$ cat src/rtl/crcsc_pkg.sv
// Package for the CRC-32 signature classifier: constants, register map, class codes
// and the byte-wide reflected CRC-32 update. Depends on nothing.
`default_nettype none

package crcsc_pkg;

   localparam int unsigned CRC_W  = 32;
   localparam int unsigned BYTE_W = 8;
   localparam int unsigned CSR_ADDR_W = 4;
   localparam int unsigned CSR_DATA_W = 32;

   localparam logic [CRC_W-1:0] CRC_POLY   = 32'hEDB8_8320;
   localparam logic [CRC_W-1:0] CRC_PRESET = 32'hFFFF_FFFF;

   localparam logic [CRC_W-1:0] SIG_FIRST_RESET  = 32'hC787_5F27;
   localparam logic [CRC_W-1:0] SIG_SECOND_RESET = 32'hBB79_B1B2;
   localparam logic [CRC_W-1:0] SIG_THIRD_RESET  = 32'h3CA0_06E6;

   // Register index within the map; byte address is four times the index.
   localparam logic [1:0] REG_SIG_FIRST  = 2'd0;
   localparam logic [1:0] REG_SIG_SECOND = 2'd1;
   localparam logic [1:0] REG_SIG_THIRD  = 2'd2;

   typedef logic [1:0] class_type;

   localparam class_type CLASS_FIRST  = 2'd0;
   localparam class_type CLASS_SECOND = 2'd1;
   localparam class_type CLASS_THIRD  = 2'd2;

   // One byte through the reflected CRC, least significant bit first.
   function automatic logic [CRC_W-1:0] crc_byte(input logic [CRC_W-1:0] crc,
                                                 input logic [BYTE_W-1:0] data);
      logic [CRC_W-1:0] c;
      c = crc ^ {{(CRC_W-BYTE_W){1'b0}}, data};
      for (int i = 0; i < BYTE_W; i++) begin
         c = c[0] ? ((c >> 1) ^ CRC_POLY) : (c >> 1);
      end
      return c;
   endfunction

endpackage

`default_nettype wire

$ cat src/rtl/crcsc_stream_if.sv
// Valid/ready channel interfaces for the byte stream and the result stream.
// Depends on crcsc_pkg for widths and the class type.
`default_nettype none

interface crcsc_req_if;
   logic                            valid;
   logic                            ready;
   logic [crcsc_pkg::BYTE_W-1:0]    data_byte;
   logic                            last_byte;

   modport source (output valid, output data_byte, output last_byte, input ready);
   modport sink   (input valid, input data_byte, input last_byte, output ready);
endinterface

interface crcsc_rsp_if;
   logic                            valid;
   logic                            ready;
   logic [crcsc_pkg::CRC_W-1:0]     crc_value;
   crcsc_pkg::class_type            image_class;

   modport source (output valid, output crc_value, output image_class, input ready);
   modport sink   (input valid, input crc_value, input image_class, output ready);
endinterface

`default_nettype wire

$ cat src/rtl/crc32_rom_signature_classifier_core.sv
// Channel      | Dir | Payload                          | Handshake
// req          | in  | data_byte[7:0], last_byte        | valid/ready
// rsp          | out | crc_value[31:0], image_class[1:0]| valid/ready
// csr          | in  | APB-style, three 32-bit signature registers at 0x0, 0x4, 0x8
//
// Each byte is held in the input register and updates the CRC as it leaves it; a last
// byte loads the result register on that same edge. One byte is taken every cycle while
// no last byte waits for a full result slot. Synchronous reset empties both registers,
// presets the CRC and restores the signature defaults. A stalled result holds only last
// bytes back: ordinary bytes keep flowing into the CRC while a result waits.
// Depends on crcsc_pkg and crcsc_stream_if.
`default_nettype none

module crc32_rom_signature_classifier_core (
   input  wire                                 clock,
   input  wire                                 reset,
   crcsc_req_if.sink                           req,
   crcsc_rsp_if.source                         rsp,
   input  wire                                 csr_psel,
   input  wire                                 csr_penable,
   input  wire                                 csr_pwrite,
   input  wire [crcsc_pkg::CSR_ADDR_W-1:0]     csr_paddr,
   input  wire [crcsc_pkg::CSR_DATA_W-1:0]     csr_pwdata,
   output logic [crcsc_pkg::CSR_DATA_W-1:0]    csr_prdata,
   output logic                                csr_pready
);
   import crcsc_pkg::*;

   logic [CRC_W-1:0]  sig_first_ff, sig_second_ff, sig_third_ff;
   logic [CRC_W-1:0]  crc_ff, crc_in;
   logic              in_valid_ff;
   logic [BYTE_W-1:0] in_byte_ff;
   logic              in_last_ff;
   logic              out_valid_ff;
   logic [CRC_W-1:0]  out_crc_ff;
   class_type         out_class_ff;
   logic [CRC_W-1:0]  final_crc;
   class_type         class_in;
   logic              out_free, in_go, csr_write;
   logic [1:0]        csr_index;

   assign csr_index  = csr_paddr[3:2];
   assign csr_write  = csr_psel && csr_penable && csr_pwrite && csr_pready;
   assign csr_pready = 1'b1;

   always_comb begin
      unique case (csr_index)
         REG_SIG_FIRST:  csr_prdata = sig_first_ff;
         REG_SIG_SECOND: csr_prdata = sig_second_ff;
         REG_SIG_THIRD:  csr_prdata = sig_third_ff;
         default:        csr_prdata = '0;
      endcase
   end

   always_ff @(posedge clock) begin
      if (reset) begin
         sig_first_ff  <= SIG_FIRST_RESET;
         sig_second_ff <= SIG_SECOND_RESET;
         sig_third_ff  <= SIG_THIRD_RESET;
      end else if (csr_write) begin
         if (csr_index == REG_SIG_FIRST)  sig_first_ff  <= csr_pwdata;
         if (csr_index == REG_SIG_SECOND) sig_second_ff <= csr_pwdata;
         if (csr_index == REG_SIG_THIRD)  sig_third_ff  <= csr_pwdata;
      end
   end

   // The input register drains unless it holds a last byte and the result slot is full.
   assign out_free  = !out_valid_ff || rsp.ready;
   assign in_go     = in_valid_ff && (!in_last_ff || out_free);
   assign req.ready = !in_valid_ff || in_go;

   assign crc_in    = crc_byte(crc_ff, in_byte_ff);
   assign final_crc = ~crc_in;

   always_comb begin
      priority if (final_crc == sig_first_ff)  class_in = CLASS_FIRST;
      else if (final_crc == sig_second_ff)     class_in = CLASS_SECOND;
      else if (final_crc == sig_third_ff)      class_in = CLASS_THIRD;
      else                                     class_in = CLASS_FIRST;
   end

   always_ff @(posedge clock) begin
      if (reset) begin
         in_valid_ff  <= 1'b0;
         out_valid_ff <= 1'b0;
         crc_ff       <= CRC_PRESET;
      end else begin
         if (req.ready) begin
            in_valid_ff <= req.valid;
         end
         if (in_go) begin
            crc_ff <= in_last_ff ? CRC_PRESET : crc_in;
         end
         if (in_go && in_last_ff) begin
            out_valid_ff <= 1'b1;
         end else if (rsp.ready) begin
            out_valid_ff <= 1'b0;
         end
      end
   end

   always_ff @(posedge clock) begin
      if (req.ready && req.valid) begin
         in_byte_ff <= req.data_byte;
         in_last_ff <= req.last_byte;
      end
      if (in_go && in_last_ff) begin
         out_crc_ff   <= final_crc;
         out_class_ff <= class_in;
      end
   end

   assign rsp.valid       = out_valid_ff;
   assign rsp.crc_value   = out_crc_ff;
   assign rsp.image_class = out_class_ff;

`ifndef SYNTHESIS
   a_preset_after_last: assert property (@(posedge clock) disable iff (reset)
      (in_go && in_last_ff) |=> (crc_ff == CRC_PRESET))
      else $error("CRC not preset after a last byte");

   a_result_after_last: assert property (@(posedge clock) disable iff (reset)
      (in_go && in_last_ff) |=> out_valid_ff)
      else $error("last byte left no result");

   a_no_overwrite: assert property (@(posedge clock) disable iff (reset)
      (in_go && in_last_ff && out_valid_ff) |-> rsp.ready)
      else $error("pending result overwritten");

   a_stall_holds_crc: assert property (@(posedge clock) disable iff (reset)
      (!in_go && !$past(reset)) |=> $stable(crc_ff))
      else $error("CRC changed without a byte leaving the input register");
`endif

endmodule

`default_nettype wire
$ cat src/flat_wrapper.sv
// flat-port wrapper written by rule: the top's interface ports become plain ports
module crc32_rom_signature_classifier_core_flat import crcsc_pkg::*;
  (clock, reset, csr_psel, csr_penable, csr_pwrite, csr_paddr, csr_pwdata, csr_prdata, csr_pready, req_valid, req_data_byte, req_last_byte, req_ready, rsp_valid, rsp_crc_value, rsp_image_class, rsp_ready);
  crcsc_req_if req_i ();
  crcsc_rsp_if rsp_i ();
  input  wire clock;
  input  wire reset;
  input  wire csr_psel;
  input  wire csr_penable;
  input  wire csr_pwrite;
  input  wire [crcsc_pkg::CSR_ADDR_W-1:0] csr_paddr;
  input  wire [crcsc_pkg::CSR_DATA_W-1:0] csr_pwdata;
  output logic [crcsc_pkg::CSR_DATA_W-1:0] csr_prdata;
  output logic csr_pready;
  input wire logic [$bits(req_i.valid)-1:0] req_valid;
  input wire logic [$bits(req_i.data_byte)-1:0] req_data_byte;
  input wire logic [$bits(req_i.last_byte)-1:0] req_last_byte;
  output wire logic [$bits(req_i.ready)-1:0] req_ready;
  output wire logic [$bits(rsp_i.valid)-1:0] rsp_valid;
  output wire logic [$bits(rsp_i.crc_value)-1:0] rsp_crc_value;
  output wire logic [$bits(rsp_i.image_class)-1:0] rsp_image_class;
  input wire logic [$bits(rsp_i.ready)-1:0] rsp_ready;
  assign req_i.valid = req_valid;
  assign req_i.data_byte = req_data_byte;
  assign req_i.last_byte = req_last_byte;
  assign req_ready = req_i.ready;
  assign rsp_valid = rsp_i.valid;
  assign rsp_crc_value = rsp_i.crc_value;
  assign rsp_image_class = rsp_i.image_class;
  assign rsp_i.ready = rsp_ready;
  crc32_rom_signature_classifier_core u_core (.clock(clock), .reset(reset), .req(req_i), .rsp(rsp_i), .csr_psel(csr_psel), .csr_penable(csr_penable), .csr_pwrite(csr_pwrite), .csr_paddr(csr_paddr), .csr_pwdata(csr_pwdata), .csr_prdata(csr_prdata), .csr_pready(csr_pready));
endmodule
$ cat config.mk
export PLATFORM = sky130hd
export DESIGN_NAME = crc32_rom_signature_classifier_core_flat
export DESIGN_NICKNAME = d
export VERILOG_FILES = /design/src/rtl/crcsc_pkg.sv /design/src/rtl/crcsc_stream_if.sv /design/src/rtl/crc32_rom_signature_classifier_core.sv /design/src/flat_wrapper.sv
export SDC_FILE = /design/constraint.sdc
export NUM_CORES = 1
export LEC_CHECK = 0
export ABC_AREA = 1
export BUFFER_PORTS_ARGS = -buffer_cell sky130_fd_sc_hd__buf_2
export CORE_MARGIN = 4
export CORE_UTILIZATION = 50
export CTS_CLUSTER_SIZE = 12
export DETAILED_ROUTE_END_ITERATION = 6
export PLACE_DENSITY = 0.78
export SLEW_MARGIN = 20
export SYNTH_ARGS = -nofsm -noshare
export SYNTH_HDL_FRONTEND = slang
export SYNTH_SLANG_ARGS = --single-unit
$ cat constraint.sdc
create_clock -name clock -period 2.7 [get_ports clock]
set_clock_uncertainty 0.2 [all_clocks]
set_input_delay 0.135 -clock clock [delete_from_list [all_inputs] [get_ports clock]]
set_output_delay 0.135 -clock clock [all_outputs]
set_load 0.05 [all_outputs]
==> impl_metrics.toml, run 1 <==
[critical_path]
reg2reg_from = "u_core.in_byte_ff[0]$_DFFE_PP_"
rrSetupSlack_ns = 0.07
crit_type = "flip-flop to flip-flop"
cpMaxStageDelayCell = "edfxtp_1"
max_stage_delay_ns = 0.44
critPathMaxFanout = 6
crit_family = "simple AND/OR/NAND/NOR gates"
cp_cell_sequence = "inv_2, nand2_1, nand2_4, nand2_8, nand2_8, buf_6, nand2_4, nand2_2, xor2_1, nor2_1, nand2_1, nor2_2, nand2_2, nor2_2, nand2_1, nor2_2, nor2_1"
worstSetupEndpointType = "flip-flop"
crit_buf_inv = 2
arrival_ns = 2.63
cp.required_ns = 2.70
r2r-end = "u_core.rsp.image_class[0]$_SDFFCE_PN0P_"
cp-start-kind = "flip-flop"
r2r_cells = 17

[flow_run]
drv_cap = 0

[sta]
period_minus_slack_ns = 2.633
rsz0062_at_grt = "true"
max_freq_mhz = 379.9
tightest_slew_ns = 0.9122
setup_viol = 0
slew_headroom_pct = 39.12
finalHoldViolations = 0
fin_crit_sh_pct = 97.50
drv_slew = 0

[power]
internal_power_mw = 5.089
switching_power_mw = 2.915
power.share.sequential_pct = 35.9
switching_share_pct = 36.42
leakagePower_nw = 6.089
clkPwrFrac_pct = 32.0
ir_drop_mv = 0.4963
powerDensity_nw_per_um2 = 643.2
totalPowerFinal_mw = 8.004
power_frac_comb_pct = 32.2

[clocking]
clockBufferDepth = 2
clock_insertion_delay_worst_skew_ns = 0.44
root_buffer = "clkbuf_16"
cts_tree = "done"
clk_pin_slew_ns = 0.07
cts_buffers = 17
cts-htree-levels = 4
cts.sinks = 173

[synthesis]
ys_top_cells_by_area = "dfxtp_1 27%, nand2_1 17%, edfxtp_1 13%"
syn_nets = 1430
yosysMostFrequentCell = "nand2_1"
syn_area_per_cell_um2 = 6.991
synth_edf_count = 43
ys_warn_count = 0
ys_top_cells_by_count = "445 x nand2_1, 153 x inv_1, 147 x nand3_1, 130 x dfxtp_1, 82 x o21ai_0"
syn_area_um2 = 9633
synth.distinct_cells = 29
seq_area_frac_synth_pct = 40.42
syn-instance-count = 1378
yosys.area.top_type_share_pct = 27.02
ys_seq_elements = 173
async_flop_share_pct = 0
yosys.area.top_type = "dfxtp_1"
synth_ff_type = "dfxtp_1"

[floorplan]
start_util_pct = 51.16
core-area_um2 = 18830
dieHeight_um = 146.8
ios = 121
die_width_um = 146.8
die_area_um2 = 21550
num_rows = 50

[cells_and_area]
antenna_cells = 0
final_util_pct = 66.09
fin_cells = 1869
finalNetCount = 1648
drive_above_1_share_pct = 24.55
syn_to_final_growth_pct = 29.19

[grt]
busiest_layer = "met2"
grt_pass1_wl_um = 49180
grt_util_met1_pct = 40.53
antenna_found_initial = 0
grt.met2_usage_pct = 45.10
grt_use_met3_pct = 7.033
grtUsageTotal_pct = 29.23
grt_max_degree = 98
grt_pass1_vias = 9169
grt_overflow = 0

[routing]
drt_iter0_drc = 1305
drcViolationCount = 0
ant_nets = 0
wl_um = 33440
vias = 10418
dr.pass1.iters = 6
viasPerCell = 5.574
routedWlPerCell_um = 17.89

[worst_hold_path]
holdCritStartpoint = "req_valid"
hold_path_class = "input pin to flip-flop"
hold_path_depth = 3
holdPathEnd = "u_core.in_byte_ff[4]$_DFFE_PP_"

[placement]
hpwl_um = 23370
placed_cells = 1752
routabilityCongestion = 0.9993
io_buffer_count = 117

[outcome]
status = "complete, no violations"
## cells in the final DEF, fill, tap and decap left out, drive strengths merged
cell type	instances
buf	198
nand2	514
clkbuf	22
o21ai	82
inv	169
o221ai	30
nand3	153
nand4	8
clkinvlp	1
conb	1
a21oi	74
o211ai	47
bufinv	1
nor2	65
xor2	16
dlygate4sd3	44
nand3b	4
edfxtp	43
dfxtp	130
clkinv	7
## worst min-delay path, cell delays in order
cell and delay, ns:
buf_2 0.11, nand2_1 0.08, inv_1 0.21
## power by group through the flow
| stage | Clock [mW] | Combinational, mW | Sequential [mW] |
|---|---|---|---|
| floorplan | 0 | 1.38 | 2.99 |
| global placement | 0 | 2.17 | 2.92 |
| detailed placement | 0 | 2.19 | 2.92 |
| CTS | 2.57 | 2.27 | 2.86 |
| global route | 2.68 | 2.75 | 2.88 |
| finish | 2.56 | 2.58 | 2.87 |
## layer usage
layer  wire [µm]  part of all wire [%]
met2       14990                    45
met5           0                     0
met1       13810                    41
met3        3675                    11
met4         967                   2.9
## per-stage QoR
| stage | setup TNS [ns] | cell area [µm²] | setup WS, ns | hold WS [ns] |
|---|---|---|---|---|
| after floorplan | 0 | 9633 | 0.3125 | 0.004066 |
| after global placement | -0.07417 | 10690 | -0.07417 | 0.1126 |
| after detailed placement | -0.1280 | 10690 | -0.1024 | 0.1131 |
| after CTS | 0 | 11810 | 0.0006419 | 0.1019 |
| after global routing | -0.06836 | 12440 | -0.03639 | 0.1610 |
| final | 0 | 12440 | 0.06738 | 0.1217 |
## repair_timing
| item | CTS | global route |
|---|---|---|
| pin swaps | 1 | 39 |
| resized for setup | 9 | 99 |
| setup endpoints to repair | 2 | 2 |
| hold buffers | 44 | 0 |
| endpoints found under the hold margin | 107 | 0 |
| cloned | 0 | 5 |
| setup buffers | 4 | 32 |
## kinds of logic after synthesis
logic type,Yosys count,share of synthesized area [%]
XOR/XNOR,16,1.455
AO/OA/AOI/OAI,233,14.50
AND/OR/NAND/NOR,739,34.76
other,1,0.03893
flip-flops,173,40.42
buffers and inverters,216,8.832
## layout make-up
cell class	count	area, µm²
Inverter	168	640.6
Timing Repair Buffer	242	1662
Multi-Input combinational cell	994	5304
Tap cell	260	325.3
Sequential cell	173	3899
Fill cell	1596	6386
Clock buffer	22	516.7
Clock inverter	10	97.59
## worst max-delay path by stage
stage / start / end / slack [ns] / cells after the start
detailed placement: u_core.in_byte_ff[5]$_DFFE_PP_ / u_core.rsp.image_class[1]$_SDFFCE_PP0P_ / -0.10 / 18
floorplan: u_core.rsp.valid$_SDFFE_PP0P_ / u_core.rsp.valid$_SDFFE_PP0P_ / 0.31 / 10
CTS: u_core.in_byte_ff[2]$_DFFE_PP_ / u_core.rsp.image_class[0]$_SDFFCE_PN0P_ / 0.0006 / 18
global route: u_core.in_byte_ff[3]$_DFFE_PP_ / u_core.rsp.image_class[0]$_SDFFCE_PN0P_ / -0.04 / 16
global placement: u_core.in_byte_ff[5]$_DFFE_PP_ / u_core.rsp.image_class[1]$_SDFFCE_PP0P_ / -0.07 / 18
finish: u_core.in_byte_ff[0]$_DFFE_PP_ / u_core.rsp.image_class[0]$_SDFFCE_PN0P_ / 0.07 / 17
## state kept, by name, indices dropped and copies added (netlist names), 2 cells and up
register and flops:
u_core.rsp.image_class 2, u_core.in_byte_ff 8, u_core.sig_first_ff 32, u_core.sig_second_ff 32
u_core.sig_third_ff 32, u_core.crc_ff 32, u_core.rsp.crc_value 32
(Power assumes the default switching activity.)
==> inputs of run 2 (changes only) <==
--- a/config.mk
+++ b/config.mk
@@ -8,10 +8,10 @@
 export ABC_AREA = 1
 export BUFFER_PORTS_ARGS = -buffer_cell sky130_fd_sc_hd__buf_2
 export CORE_MARGIN = 4
-export CORE_UTILIZATION = 50
+export CORE_UTILIZATION = 40
 export CTS_CLUSTER_SIZE = 12
 export DETAILED_ROUTE_END_ITERATION = 6
-export PLACE_DENSITY = 0.78
+export PLACE_DENSITY = 0.67
 export SLEW_MARGIN = 20
 export SYNTH_ARGS = -nofsm -noshare
 export SYNTH_HDL_FRONTEND = slang
==> impl_metrics.toml, run 2 (same netlist as run 1, synthesis figures left out) <==
[outcome]
status = "complete, no violations"

[floorplan]
core-area_um2 = 23610
die_area_um2 = 26630
ios = 121
dieHeight_um = 163.2
start_util_pct = 40.80
num_rows = 56
die_width_um = 163.2

[grt]
grtUsageTotal_pct = 24.97
grt_pass1_wl_um = 51340
antenna_found_initial = 0
grt_max_degree = 99
grt_pass1_vias = 9396
grt_overflow = 0

[critical_path]
cpMaxStageDelayCell = "edfxtp_1"
crit_type = "flip-flop to flip-flop"
path_depth = 18
worstSetupEndpointType = "flip-flop"
max_stage_delay_ns = 0.51
critPathMaxFanout = 6
cp_cell_sequence = "inv_2, nand2_4, nand2_8, nand2_8, nand2_8, inv_8, nand2_4, nand2_8, buf_4, nand2_1, nand2_1, nor2_1, nand3_1, nor2_1, nand3_1, nor2_1, nand2_1, nor2_1"
crit_buf_inv = 3
cp.required_ns = 2.80
arrival_ns = 2.74
reg2reg_from = "u_core.in_byte_ff[1]$_DFFE_PP_"
crit_family = "simple AND/OR/NAND/NOR gates"
cp-start-kind = "flip-flop"
r2r_cells = 18
r2r-end = "u_core.rsp.image_class[1]$_SDFFCE_PP0P_"
rrSetupSlack_ns = 0.06

[worst_hold_path]
hold_path_depth = 3
holdPathEnd = "u_core.in_last_ff$_DFFE_PP_"
holdCritStartpoint = "req_valid"
hold_path_class = "input pin to flip-flop"

[routing]
drcViolationCount = 0
viasPerCell = 5.319
routedWlPerCell_um = 17.62
wl_um = 34280
ant_nets = 0
dr.pass1.iters = 6
drt_iter0_drc = 937
vias = 10350

[sta]
setup_slack_ns = 0.06169
period_minus_slack_ns = 2.638
slew_headroom_pct = 60.50
rsz0062_at_grt = "true"
setup_viol = 0
finalHoldViolations = 0
max_freq_mhz = 379.0
drv_slew = 0
tightest_slew_ns = 0.5925
fin_crit_sh_pct = 97.72

[clocking]
clk_pin_slew_ns = 0.07
clockBufferDepth = 2
cts_tree = "done"
clock_insertion_delay_worst_skew_ns = 0.44
cts_buffers = 17
root_buffer = "clkbuf_16"
cts.sinks = 173
cts-htree-levels = 4

[power]
power_frac_comb_pct = 32.2
switching_share_pct = 35.32
power.share.sequential_pct = 34.0
ir_drop_mv = 0.4281
powerDensity_nw_per_um2 = 658.3
internal_power_mw = 5.459
leakagePower_nw = 6.220
switching_power_mw = 2.981
clkPwrFrac_pct = 33.8

[placement]
io_buffer_count = 117
routabilityCongestion = 0.9442
hpwl_um = 24830
placed_cell_area_um2 = 11120
placed_cells = 1855
place_ws_ns = -0.03219

[cells_and_area]
drive_above_1_share_pct = 26.24
antenna_cells = 0
layout_common_cells = "395 x nand2_1, 145 x inv_1, 135 x nand3_1"
finalNetCount = 1666
final_util_pct = 54.29
syn_to_final_growth_pct = 33.08
final_area_um2 = 12820
final_common_cell = "nand2_1"
fin_cells = 1946

[flow_run]
drv_cap = 0
[run 2: stage by stage]
stage / hold WS (ns) / total power [mW] / TNS, ns
6_report: 0.09292 / 8.439 / 0
5_1_grt: 0.1360 / 8.769 / -0.1486
4_1_cts: 0.1001 / 8.176 / 0
3_5_place_dp: 0.1162 / 5.298 / -0.05753
3_3_place_gp: 0.1131 / 5.278 / -0.04394
2_1_floorplan: 0.004066 / 4.370 / 0
[run 2: worst min-delay path, delay by kind of cell]
kind	cells	cell delay (ns)
buf+inv	2	0.30
simple gates	1	0.07
[run 2: routing by layer]
metal  up-vias  GRT usage (%)  wire length (µm)  part of all wire (%)
li1       5003              -                 -                     -
met1      4842          34.97             14980                    44
met2       453          39.51             15590                    45
met3        52          4.542              2970                   8.7
met4         0          7.396               738                   2.2
met5         -              0                 0                     0
[run 2: area by class of cell]
cell class              count  area, µm²
clock buffers              18      429.2
clock inverters            14      237.7
fillers                  2274      10790
inverters                 168      643.1
multi-input cells         992       5380
flip-flops and latches    173       3901
well taps                 319      399.1
repair buffers            262       1829
[run 2: how the worst max path moves through the flow]
| stage | slack, ns | end | startpoint |
|---|---|---|---|
| floorplan | 0.31 | u_core.rsp.valid$_SDFFE_PP0P_ | u_core.rsp.valid$_SDFFE_PP0P_ |
| global placement | -0.03 | u_core.rsp.image_class[1]$_SDFFCE_PP0P_ | u_core.in_byte_ff[2]$_DFFE_PP_ |
| detailed placement | -0.03 | u_core.rsp.image_class[1]$_SDFFCE_PP0P_ | u_core.in_byte_ff[2]$_DFFE_PP_ |
| CTS | 0.005 | u_core.rsp.image_class[1]$_SDFFCE_PP0P_ | u_core.in_byte_ff[6]$_DFFE_PP_ |
| global route | -0.09 | u_core.rsp.image_class[1]$_SDFFCE_PP0P_ | u_core.in_byte_ff[1]$_DFFE_PP_ |
| finish | 0.06 | u_core.rsp.image_class[1]$_SDFFCE_PP0P_ | u_core.in_byte_ff[1]$_DFFE_PP_ |
[run 2: timing repair]
action                                  4_1_cts  5_1_grt
pin swaps                                     0       40
hold buffers                                 44        0
endpoints found under the setup margin        2        2
setup buffers                                 0       12
endpoints found under the hold margin       107        0
resized for setup                             3      129
gates cloned                                  0        3
[run 2: power by group through the flow]
stage | combinational (mW) | clock (mW) | sequential (mW)
2_1_floorplan | 1.38 | 0 | 2.99
3_3_place_gp | 2.36 | 0 | 2.92
3_5_place_dp | 2.38 | 0 | 2.92
4_1_cts | 2.44 | 2.88 | 2.86
5_1_grt | 2.93 | 2.96 | 2.88
6_report | 2.72 | 2.85 | 2.87
